$ cat config.mk
export PLATFORM = sky130hd
export DESIGN_NAME = calendar_clock_tick_top_flat
export DESIGN_NICKNAME = d
export VERILOG_FILES = /design/src/hdl/cct_pkg.sv /design/src/hdl/cct_req_if.sv /design/src/hdl/cct_res_if.sv /design/src/hdl/cct_update.sv /design/src/hdl/calendar_clock_tick_top.sv /design/src/flat_wrapper.sv
export VERILOG_INCLUDE_DIRS = /design/src /design/src/hdl
export SDC_FILE = /design/constraint.sdc
export NUM_CORES = 1
export LEC_CHECK = 0
export ABC_AREA = 1
export BUFFER_PORTS_ARGS = -buffer_cell sky130_fd_sc_hd__buf_2
export CORE_ASPECT_RATIO = 1.2
export CORE_MARGIN = 2
export CORE_UTILIZATION = 60
export CTS_BUF_LIST = sky130_fd_sc_hd__clkbuf_8
export DETAILED_ROUTE_END_ITERATION = 6
export PLACE_DENSITY = 0.88
export SLEW_MARGIN = 0
export SYNTH_ARGS = -nofsm -noshare
export SYNTH_HDL_FRONTEND = slang
export SYNTH_SLANG_ARGS = --single-unit
$ cat constraint.sdc
create_clock -name clk -period 5.62 [get_ports clk]
set_input_delay 0.843 -clock clk [delete_from_list [all_inputs] [get_ports clk]]
set_output_delay 0.843 -clock clk [all_outputs]
set_load 0.02 [all_outputs]
$ cat src/hdl/calendar_clock_tick_top_macros.svh
// ----------------------------------------------------------------------------
// calendar_clock_tick_top_macros.svh
// Assertion helpers for the calendar clock top level.
// ----------------------------------------------------------------------------
`ifndef CALENDAR_CLOCK_TICK_TOP_MACROS_SVH
`define CALENDAR_CLOCK_TICK_TOP_MACROS_SVH

// Same-cycle implication, sampled on clk, off while rst is high.
`define CCT_ASSERT_NOW(label, ante, cons, msg) \
  label: assert property (@(posedge clk) disable iff (rst) (ante) |-> (cons)) \
    else $error(msg);

// Next-cycle implication, sampled on clk, off while rst is high.
`define CCT_ASSERT_NEXT(label, ante, cons, msg) \
  label: assert property (@(posedge clk) disable iff (rst) (ante) |=> (cons)) \
    else $error(msg);

`endif

$ cat src/hdl/cct_pkg.sv
// ----------------------------------------------------------------------------
// cct_pkg
// Types, codes and calendar constants for the calendar clock.
// ----------------------------------------------------------------------------
`default_nettype none

package cct_pkg;

  // Request codes
  localparam logic [1:0] REQ_TICK     = 2'd0;
  localparam logic [1:0] REQ_SET_DATE = 2'd1;
  localparam logic [1:0] REQ_SET_TIME = 2'd2;

  localparam logic [13:0] MIN_YEAR   = 14'd2000;
  localparam logic [13:0] MAX_YEAR   = 14'd9999;
  localparam logic [13:0] RESET_YEAR = 14'd2000;

  localparam logic [5:0] SEC_MAX   = 6'd59;
  localparam logic [5:0] MIN_MAX   = 6'd59;
  localparam logic [4:0] HOUR_MAX  = 5'd23;
  localparam logic [3:0] MONTH_MAX = 4'd12;
  localparam logic [4:0] FEB_LEAP  = 5'd29;
  localparam logic [3:0] FEBRUARY  = 4'd2;

  // Divisibility by 25: y * inverse(25) mod 2^14 <= floor((2^14-1)/25)
  localparam logic [13:0] INV25       = 14'd7209;
  localparam logic [13:0] DIV25_LIMIT = 14'd655;

  // Month lengths by month number, unused codes read 31
  localparam logic [4:0] MONTH_LEN [16] = '{
    5'd31, 5'd31, 5'd28, 5'd31, 5'd30, 5'd31, 5'd30, 5'd31,
    5'd31, 5'd30, 5'd31, 5'd30, 5'd31, 5'd31, 5'd31, 5'd31
  };

  typedef struct packed {
    logic [13:0] year;
    logic [3:0]  month;
    logic [4:0]  day;
    logic [4:0]  hour;
    logic [5:0]  minute;
    logic [5:0]  second;
  } cct_time_t;

  typedef struct packed {
    logic [1:0]  req_type;
    logic [3:0]  new_month;
    logic [4:0]  new_day;
    logic [13:0] new_year;
    logic [4:0]  new_hour;
    logic [5:0]  new_minute;
    logic [5:0]  new_second;
  } cct_req_t;

  // Gregorian rule: by 4, except by 100 unless by 400 (400 = 16 * 25)
  function automatic logic is_leap(input logic [13:0] y);
    logic [13:0] prod;
    logic        div25;
    prod  = y * INV25;
    div25 = (prod <= DIV25_LIMIT);
    return (y[1:0] == 2'd0) && (!div25 || (y[3:0] == 4'd0));
  endfunction

  function automatic logic [4:0] days_in(input logic [3:0] m, input logic leap);
    if (m == FEBRUARY && leap) begin
      return FEB_LEAP;
    end
    return MONTH_LEN[m];
  endfunction

endpackage

`default_nettype wire

$ cat src/hdl/cct_req_if.sv
// ----------------------------------------------------------------------------
// cct_req_if
// Request channel: tick or set command with its load values.
// ----------------------------------------------------------------------------
`default_nettype none

interface cct_req_if;
  logic        valid;
  logic        ready;
  logic [1:0]  req_type;
  logic [3:0]  new_month;
  logic [4:0]  new_day;
  logic [13:0] new_year;
  logic [4:0]  new_hour;
  logic [5:0]  new_minute;
  logic [5:0]  new_second;

  modport source (
    output valid, req_type, new_month, new_day, new_year,
           new_hour, new_minute, new_second,
    input  ready
  );
  modport sink (
    input  valid, req_type, new_month, new_day, new_year,
           new_hour, new_minute, new_second,
    output ready
  );
endinterface

`default_nettype wire

$ cat src/hdl/cct_res_if.sv
// ----------------------------------------------------------------------------
// cct_res_if
// Result channel: time and date after a request, plus reject flag.
// ----------------------------------------------------------------------------
`default_nettype none

interface cct_res_if;
  logic        valid;
  logic        ready;
  logic [5:0]  cur_second;
  logic [5:0]  cur_minute;
  logic [4:0]  cur_hour;
  logic [4:0]  cur_day;
  logic [3:0]  cur_month;
  logic [13:0] cur_year;
  logic        rejected;

  modport source (
    output valid, cur_second, cur_minute, cur_hour, cur_day,
           cur_month, cur_year, rejected,
    input  ready
  );
  modport sink (
    input  valid, cur_second, cur_minute, cur_hour, cur_day,
           cur_month, cur_year, rejected,
    output ready
  );
endinterface

`default_nettype wire

$ cat src/hdl/cct_update.sv
// ----------------------------------------------------------------------------
// cct_update
// Next time/date for one request: tick carry chain or checked set; other codes are rejected.
// ----------------------------------------------------------------------------
`default_nettype none

module cct_update (
  input  cct_pkg::cct_req_t  req,
  input  cct_pkg::cct_time_t cur,
  output cct_pkg::cct_time_t nxt,
  output logic               rejected
);

  logic       cur_leap;
  logic       new_leap;
  logic       date_ok;
  logic       time_ok;

  assign cur_leap = cct_pkg::is_leap(cur.year);
  assign new_leap = cct_pkg::is_leap(req.new_year);

  // Day is checked against the requested month and year
  assign date_ok = (req.new_month >= 4'd1) && (req.new_month <= cct_pkg::MONTH_MAX) &&
                   (req.new_year >= cct_pkg::MIN_YEAR) &&
                   (req.new_year <= cct_pkg::MAX_YEAR) &&
                   (req.new_day >= 5'd1) &&
                   (req.new_day <= cct_pkg::days_in(req.new_month, new_leap));

  assign time_ok = (req.new_hour <= cct_pkg::HOUR_MAX) &&
                   (req.new_minute <= cct_pkg::MIN_MAX) &&
                   (req.new_second <= cct_pkg::SEC_MAX);

  always_comb begin
    nxt      = cur;
    rejected = 1'b0;
    case (req.req_type)
      cct_pkg::REQ_TICK: begin
        if (cur.second < cct_pkg::SEC_MAX) begin
          nxt.second = cur.second + 6'd1;
        end else begin
          nxt.second = 6'd0;
          if (cur.minute < cct_pkg::MIN_MAX) begin
            nxt.minute = cur.minute + 6'd1;
          end else begin
            nxt.minute = 6'd0;
            if (cur.hour < cct_pkg::HOUR_MAX) begin
              nxt.hour = cur.hour + 5'd1;
            end else begin
              nxt.hour = 5'd0;
              if (cur.day < cct_pkg::days_in(cur.month, cur_leap)) begin
                nxt.day = cur.day + 5'd1;
              end else begin
                nxt.day = 5'd1;
                if (cur.month < cct_pkg::MONTH_MAX) begin
                  nxt.month = cur.month + 4'd1;
                end else begin
                  nxt.month = 4'd1;
                  if (cur.year >= cct_pkg::MAX_YEAR) begin
                    nxt.year = cct_pkg::MIN_YEAR;
                  end else begin
                    nxt.year = cur.year + 14'd1;
                  end
                end
              end
            end
          end
        end
      end
      cct_pkg::REQ_SET_DATE: begin
        if (date_ok) begin
          nxt.month = req.new_month;
          nxt.day   = req.new_day;
          nxt.year  = req.new_year;
        end else begin
          rejected = 1'b1;
        end
      end
      cct_pkg::REQ_SET_TIME: begin
        if (time_ok) begin
          nxt.hour   = req.new_hour;
          nxt.minute = req.new_minute;
          nxt.second = req.new_second;
        end else begin
          rejected = 1'b1;
        end
      end
      default: begin
        rejected = 1'b1;
      end
    endcase
  end

endmodule

`default_nettype wire

$ cat src/hdl/calendar_clock_tick_top.sv
// ----------------------------------------------------------------------------
// calendar_clock_tick_top
// Gregorian real-time clock and calendar driven by request transfers.
// ----------------------------------------------------------------------------
// Usage:
//   req (sink): one transfer per tick or set command (valid/ready).
//   res (source): exactly one transfer per request, carrying the time and
//   date after that request and a rejected flag for a refused set or an
//   unused request code (state untouched in that case).
//   Path: input register, then result register. Throughput: one request
//   per cycle while res takes each result. The calendar state and the result
//   register are written in the same cycle from one pass through the carry /
//   check logic, so the next request already sees the new state.
//   Stall: while res is held off the result register keeps its transfer;
//   one more request may sit in the input register, then req.ready drops.
//   Reset (rst, synchronous): pipeline empties, clock reads 00:00:00 on
//   day 1, month 1, year 2000.
//   Leap years use a multiply-by-inverse divisibility test, no divider.
// ----------------------------------------------------------------------------
`default_nettype none
`include "calendar_clock_tick_top_macros.svh"

module calendar_clock_tick_top (
  input  wire logic clk,
  input  wire logic rst,
  cct_req_if.sink   req,
  cct_res_if.source res
);

  // Input register
  logic                s1_valid;
  cct_pkg::cct_req_t   s1_req;

  // Calendar state
  cct_pkg::cct_time_t  state;
  cct_pkg::cct_time_t  state_next;
  logic                rej_next;

  // Result register
  logic                out_valid;
  cct_pkg::cct_time_t  out_time;
  logic                out_rej;

  logic                adv;

  // Input stage moves on when the result register is free or draining
  assign adv       = s1_valid && (!out_valid || res.ready);
  assign req.ready = !s1_valid || adv;

  always_ff @(posedge clk) begin
    if (rst) begin
      s1_valid <= 1'b0;
    end else if (req.ready) begin
      s1_valid <= req.valid;
    end
  end

  always_ff @(posedge clk) begin
    if (req.valid && req.ready) begin
      s1_req.req_type   <= req.req_type;
      s1_req.new_month  <= req.new_month;
      s1_req.new_day    <= req.new_day;
      s1_req.new_year   <= req.new_year;
      s1_req.new_hour   <= req.new_hour;
      s1_req.new_minute <= req.new_minute;
      s1_req.new_second <= req.new_second;
    end
  end

  cct_update u_update (
    .req      (s1_req),
    .cur      (state),
    .nxt      (state_next),
    .rejected (rej_next)
  );

  // State commits together with the result
  always_ff @(posedge clk) begin
    if (rst) begin
      state.year   <= cct_pkg::RESET_YEAR;
      state.month  <= 4'd1;
      state.day    <= 5'd1;
      state.hour   <= 5'd0;
      state.minute <= 6'd0;
      state.second <= 6'd0;
    end else if (adv) begin
      state <= state_next;
    end
  end

  always_ff @(posedge clk) begin
    if (rst) begin
      out_valid <= 1'b0;
    end else if (adv) begin
      out_valid <= 1'b1;
    end else if (res.ready) begin
      out_valid <= 1'b0;
    end
  end

  always_ff @(posedge clk) begin
    if (adv) begin
      out_time <= state_next;
      out_rej  <= rej_next;
    end
  end

  assign res.valid      = out_valid;
  assign res.cur_second = out_time.second;
  assign res.cur_minute = out_time.minute;
  assign res.cur_hour   = out_time.hour;
  assign res.cur_day    = out_time.day;
  assign res.cur_month  = out_time.month;
  assign res.cur_year   = out_time.year;
  assign res.rejected   = out_rej;

  // Checks
  `CCT_ASSERT_NOW(a_state_range, 1'b1,
    (state.second <= cct_pkg::SEC_MAX) && (state.minute <= cct_pkg::MIN_MAX) &&
    (state.hour <= cct_pkg::HOUR_MAX) && (state.month >= 4'd1) &&
    (state.month <= cct_pkg::MONTH_MAX) && (state.year >= cct_pkg::MIN_YEAR) &&
    (state.year <= cct_pkg::MAX_YEAR), "calendar state out of range")
  `CCT_ASSERT_NOW(a_day_range, 1'b1,
    (state.day >= 5'd1) &&
    (state.day <= cct_pkg::days_in(state.month, cct_pkg::is_leap(state.year))),
    "day beyond month length")
  `CCT_ASSERT_NEXT(a_hold_idle, !adv, $stable(state),
    "state changed without a request")
  `CCT_ASSERT_NEXT(a_hold_reject, adv && rej_next, $stable(state),
    "rejected request changed state")
  `CCT_ASSERT_NOW(a_ready_free, !out_valid, req.ready,
    "input stalled with empty result register")

endmodule

`default_nettype wire

$ cat src/flat_wrapper.sv
// flat-port wrapper written by rule: the top's interface ports become plain ports
module calendar_clock_tick_top_flat 
  (clk, rst, req_valid, req_req_type, req_new_month, req_new_day, req_new_year, req_new_hour, req_new_minute, req_new_second, req_ready, res_valid, res_cur_second, res_cur_minute, res_cur_hour, res_cur_day, res_cur_month, res_cur_year, res_rejected, res_ready);
  cct_req_if req_i ();
  cct_res_if res_i ();
  input  wire logic clk;
  input  wire logic rst;
  input wire logic [$bits(req_i.valid)-1:0] req_valid;
  input wire logic [$bits(req_i.req_type)-1:0] req_req_type;
  input wire logic [$bits(req_i.new_month)-1:0] req_new_month;
  input wire logic [$bits(req_i.new_day)-1:0] req_new_day;
  input wire logic [$bits(req_i.new_year)-1:0] req_new_year;
  input wire logic [$bits(req_i.new_hour)-1:0] req_new_hour;
  input wire logic [$bits(req_i.new_minute)-1:0] req_new_minute;
  input wire logic [$bits(req_i.new_second)-1:0] req_new_second;
  output wire logic [$bits(req_i.ready)-1:0] req_ready;
  output wire logic [$bits(res_i.valid)-1:0] res_valid;
  output wire logic [$bits(res_i.cur_second)-1:0] res_cur_second;
  output wire logic [$bits(res_i.cur_minute)-1:0] res_cur_minute;
  output wire logic [$bits(res_i.cur_hour)-1:0] res_cur_hour;
  output wire logic [$bits(res_i.cur_day)-1:0] res_cur_day;
  output wire logic [$bits(res_i.cur_month)-1:0] res_cur_month;
  output wire logic [$bits(res_i.cur_year)-1:0] res_cur_year;
  output wire logic [$bits(res_i.rejected)-1:0] res_rejected;
  input wire logic [$bits(res_i.ready)-1:0] res_ready;
  assign req_i.valid = req_valid;
  assign req_i.req_type = req_req_type;
  assign req_i.new_month = req_new_month;
  assign req_i.new_day = req_new_day;
  assign req_i.new_year = req_new_year;
  assign req_i.new_hour = req_new_hour;
  assign req_i.new_minute = req_new_minute;
  assign req_i.new_second = req_new_second;
  assign req_ready = req_i.ready;
  assign res_valid = res_i.valid;
  assign res_cur_second = res_i.cur_second;
  assign res_cur_minute = res_i.cur_minute;
  assign res_cur_hour = res_i.cur_hour;
  assign res_cur_day = res_i.cur_day;
  assign res_cur_month = res_i.cur_month;
  assign res_cur_year = res_i.cur_year;
  assign res_rejected = res_i.rejected;
  assign res_i.ready = res_ready;
  calendar_clock_tick_top u_core (.clk(clk), .rst(rst), .req(req_i), .res(res_i));
endmodule
Word level (Yosys, flattened, before mapping)
Memory sizes are Yosys's and may differ from the RTL's.
Index checks and enable logic that the tools add are counted.
- flip-flop bits (word level): 125
- ROM bits: 160
- input port bits: 46
- output and inout port bits: 43
- word-level logic and storage cells: 122
- memories kept: 2
- add/subtract/negate cells: 6
- multiply operators: 2
- order comparisons: 19
- equal/unequal tests: 4
- multiplexer cells: 38
- bitwise logic cells: 2
- reduce and logical (&&, ||, !) cells: 27
- memory list (name ; depth ; bits a word ; rd ports ; clocked after Yosys merged registers in ; write ports ; line ; text):
    (name not given) ; 16 ; 5 ; 1 ; 0 ; 0 ; cct_pkg.sv:67 ; return MONTH_LEN[m];
    (name not given) ; 16 ; 5 ; 1 ; 0 ; 0 ; cct_pkg.sv:67 ;
- operators by type and width (operator ; number):
    two-way mux 5 bit ; 14
    two-way mux 23 bit ; 2
    one-hot mux 23 bit (2 select lines) ; 1
    two-way mux 34 bit ; 1
    one-hot mux 17 bit (2 select lines) ; 1
    less-or-equal comparator 14 x 10 -> 1 bit (second input constant) ; 2
    multiplier 14 x 13 -> 14 bit (second input constant) ; 2
    two-way mux 14 bit ; 2
    two-way mux 28 bit ; 1
    two-way mux 18 bit ; 1
    two-way mux 17 bit ; 1
    adder 14 x 1 -> 14 bit (second input constant) ; 1
    >= comparator 14 x 11 -> 1 bit (second input constant) ; 1
    >= comparator 14 bit (second input constant) ; 1
    less-or-equal comparator 14 bit (second input constant) ; 1
    logical AND 1 bit ; 13
    adder 6 x 1 -> 6 bit (second input constant) ; 2
    less-or-equal comparator 6 bit (second input constant) ; 2
    less-than comparator 6 bit (second input constant) ; 2
    two-way mux 6 bit ; 2
    adder 5 x 1 -> 5 bit (second input constant) ; 2
    >= comparator 5 bit (second input constant) ; 2
    two-way mux 1 bit ; 10
    NOT 4 -> 5 bit ; 2
    19 further kinds ; 29

Logic depth before layout (Yosys ltp)
- depth after elaboration: 22
- gate-level depth with buffers: 33
- depth with buffers taken out: 32

Cells and area by module
A second synthesis with hierarchy kept.
- cell total of the unflattened synthesis: 1162
- area, all modules: 9227.6 µm²
- modules (own cells, without submodules) (module ; instances ; cells each ; area an instance (µm²) ; sequential area each (µm²)):
    cct_update ; 1 ; 822 ; 4908.5 ; 0.0
    calendar_clock_tick_top ; 1 ; 340 ; 4319.1 ; 3333.2

Worst setup path after synthesis
No wires, ideal clock.
- path type: reg2reg
- start: register u_core.s1_req[17] (netlist name)
- end: register u_core.out_time (netlist bit u_core.res.cur_year[9]) (data pin)
- setup time: 260 ps
- data arrival time: 4921 ps
- required time: 5360 ps
- slack: 438 ps
- stages on the path, launching flop included: 26
- path buffers: 1
- clock period less this slack: 5182 ps
- cell sequence: edfxtp_1 fa_1 ha_1 ha_1 inv_1 fa_1 fa_1 inv_1 ha_1 inv_1 o22ai_1 a211oi_1 nand2_1 o21ai_0 o221ai_1 ha_1 a21boi_0 o2111ai_1 nand2_1 a211oi_1 nand2_1 clkbuf_1 o21ai_0 o21ai_0 o21ai_0 nand2_2
- RTL lines (item ; line ; text):
    start, declared ; calendar_clock_tick_top.sv:32 ; cct_pkg::cct_req_t s1_req;
    end signal, assigned ; calendar_clock_tick_top.sv:103 ; out_time <= state_next;
    end, declared ; calendar_clock_tick_top.sv:41 ; cct_pkg::cct_time_t out_time;

==> run metrics <==
status=complete, but fails checks; failing checks=design-rule violations; CTS H-Tree Depth=4; Ys Warns=0; area grow syn2layout=14.3%; Final ANT Viol Nets=0; initial antenna violation count=0; Core Area=14400 µm²; min Tclk post-route=5.57 ns; sequential share of the synthesized area=37.7%; number of global-route vias before repair=7817; Die Area=15700 µm²; Cell Area, Placed=9490 µm²; Mapped Cells=1072; I/O Buffers=88; worst r2r path cells=30; Hold Path Depth=2; first-pass GRT wire length=36.2 mm; worst r2r src=u_core.s1_req[21]; TritonCTS clock tree=built; WP data required=5.83 ns; final period utilization=99.1%; Mean Syn Cell Area=8.24 µm²; Total Wirelength=22.8 mm; Post-Syn Area=8840 µm²; crit path max-delay cell type=fa_1; GRT overflow=0; Die Ht=137 µm; starting density of the core=61.3%; Nets=1332; largest net degree at the start of global routing=65; Setup violations, final=0; worst setup path category=reg2reg; fmax=0.179 GHz; fin area=10100 µm²; post-synth net total=1228; CTS Root Cell=clkbuf_8; HP Class=reg2reg; RR Endpoint=u_core.res.cur_day[0]; max_slew headroom=13.4%; I/O Pins=89; Hold Path Sink=u_core.state[11]; cell taking the most area after synthesis=edfxtp_1; Worst-Margin Slew=1.29 ns; Pleak=4.76 nW; slack of the worst reg-to-reg path=0.05 ns; CTS clk-pin slew, worst paths=0.08 ns; Worst path max stage delay=0.53 ns; Synth area leaders=edfxtp_1 28%, ha_1 12%, dfxtp_1 9.5%; DRC viols=4; clock buffer depth=2; crit path max fanout=9; Routed WL per cell=16.8 µm; Pwr Density=289 nW/µm²; Startpoint Class=flip-flop; max-slew violations=0; Final Hold Vio Count=0; Crit. End Element=flip-flop; top_reg_cell synth=edfxtp_1; MaxCap Viol Count=0; Placer Congestion=0.960; hold_sp=u_core.state[11]; clk_skew=0.0184 ns; gr usage total=29.0%; worst-case vdd ir drop=0.000263 V; drt first pass iters=7; Async SR Flop Fraction=0%; clk_lat worst skew=0.44 ns; Via Count=8170; Die Width=115 µm; total power=2.92 mW; Post-synth EDFFs=83; RSZ-0062 raised after global routing=true; Rows=48; Vias/cell=5.99; Yosys cell types=51; diodes inserted=0; Worst Path Arrival=5.78 ns; cts hold-fix bufs=0; cell mode on critical path=ha_1; top cell type's share of synthesized area=28.2%; Synth Register Bits=125; # clock sinks=125; Final Util=70.1%; number of buffers created by CTS=17; 1st-iter DRT viols=862; final setup TNS=0 ns; share of cells above drive strength 1=16.7%; Final HPWL DP=15.8 mm
[area by class of cell]
type	instances	area (µm²)
Inverter	182	683
Sequential cell	125	3330
Timing Repair Buffer	114	658
Clock buffer	17	234
Fill cell	1066	4310
Tap cell	175	219
Multi-Input combinational cell	736	4820
Clock inverter	15	149
[layer usage]
layer,vias up,wire length [µm],track usage (%)
met1,3707,8820,36.1
met3,126,2020,5.00
met2,503,10900,48.7
met5,-,0,0
li1,3834,-,-
met4,0,1060,14.6
[flip-flops by register name, indices dropped and copies added (netlist names)]
register,flops
u_core.res.cur_day,5
u_core.res.cur_hour,5
u_core.res.cur_minute,6
u_core.res.cur_month,4
u_core.res.cur_second,6
u_core.res.cur_year,14
u_core.res.rejected,1
u_core.res.valid,1
u_core.s1_req,42
u_core.s1_valid,1
u_core.state,40
[worst max path at each step]
stage	startpoint	to	slack, ns
2_1_floorplan	u_core.s1_req[17]	u_core.res.cur_year[9]	0.44
3_3_place_gp	u_core.s1_req[19]	u_core.res.cur_year[4]	0.14
3_5_place_dp	u_core.s1_req[19]	u_core.res.cur_year[4]	0.02
4_1_cts	u_core.s1_req[19]	u_core.res.cur_year[4]	0.00001
5_1_grt	u_core.s1_req[19]	u_core.state[32]	-0.19
6_report	u_core.s1_req[21]	u_core.res.cur_day[0]	0.05
[cell usage in the layout, fill, tap and decap left out, drive strengths merged, types with 4 or more instances in the layout]
cell type,count
a211oi,9
a21oi,60
buf,114
clkbuf,17
clkinv,8
dfxtp,42
edfxtp,83
fa,22
ha,88
inv,185
nand2,212
nand3,67
nand4,32
nor2,51
nor3,13
nor4,4
o2111ai,6
o211ai,9
o21ai,109
o21bai,4
o22ai,4
o31ai,5
or2,5
xnor2,13
xor2,7
[power by group]
group	total (mW)	internal, mW	switching, mW
Clock	0.761	0.392	0.369
Sequential	1.11	1.05	0.0568
Combinational	1.05	0.415	0.640
[critical path: cells and delay by family (launching register included)]
family                   cells  cell delay, ns
AO/OA/AOI/OAI               12            1.85
AND/OR/NAND/NOR              7            0.66
flip-flops                   1            0.41
buffers and inverters        5            0.38
adder cells (fa/ha/maj)      6            2.03
[cell families (layout without fill, tap and decap cells)]
kind of cell / after synthesis / after routing / share of synthesized area [%]
adder cells (fa/ha/maj): 110 / 110 / 17.4
XOR/XNOR: 20 / 20 / 1.98
buffers and inverters: 211 / 328 / 9.36
AND/OR/NAND/NOR: 390 / 390 / 19.9
flip-flops: 125 / 125 / 37.7
AO/OA/AOI/OAI: 216 / 216 / 13.6
[Yosys cell counts (all sizes together) (2+ instances only)]
| library cell | count |
|---|---|
| ha | 88 |
| xor2 | 7 |
| o2111ai | 6 |
| nor3 | 13 |
| nand3 | 67 |
| o22ai | 4 |
| and2 | 2 |
| xnor2 | 13 |
| a21oi | 60 |
| inv | 180 |
| nand3b | 2 |
| o211ai | 9 |
| o221ai | 2 |
| nor4 | 4 |
| o21bai | 4 |
| nor2 | 51 |
| dfxtp | 42 |
| edfxtp | 83 |
| fa | 22 |
| a211oi | 9 |
| a31oi | 2 |
| o21ai | 109 |
| clkbuf | 19 |
| buf | 10 |
| nand4 | 32 |
| o31ai | 5 |
| nand2 | 212 |
| a21boi | 2 |
| clkinv | 2 |
| or2 | 5 |
[metrics by stage]
| step | setup WS, ns | cells | hold WS, ns |
|---|---|---|---|
| floorplan | 0.438 | 1072 | 0.481 |
| global placement | 0.139 | 1324 | 0.504 |
| detailed placement | 0.0180 | 1324 | 0.521 |
| CTS | 0.0000115 | 1356 | 0.531 |
| global route | -0.193 | 1364 | 0.555 |
| finish | 0.0486 | 1364 | 0.540 |
[what timing repair did]
action,in CTS,in global routing
setup endpoints to repair,0,47
setup buffers,0,7
gates resized for setup,0,64
hold endpoints to repair,0,0
Note: power is estimated with default switching activity, not from simulation.
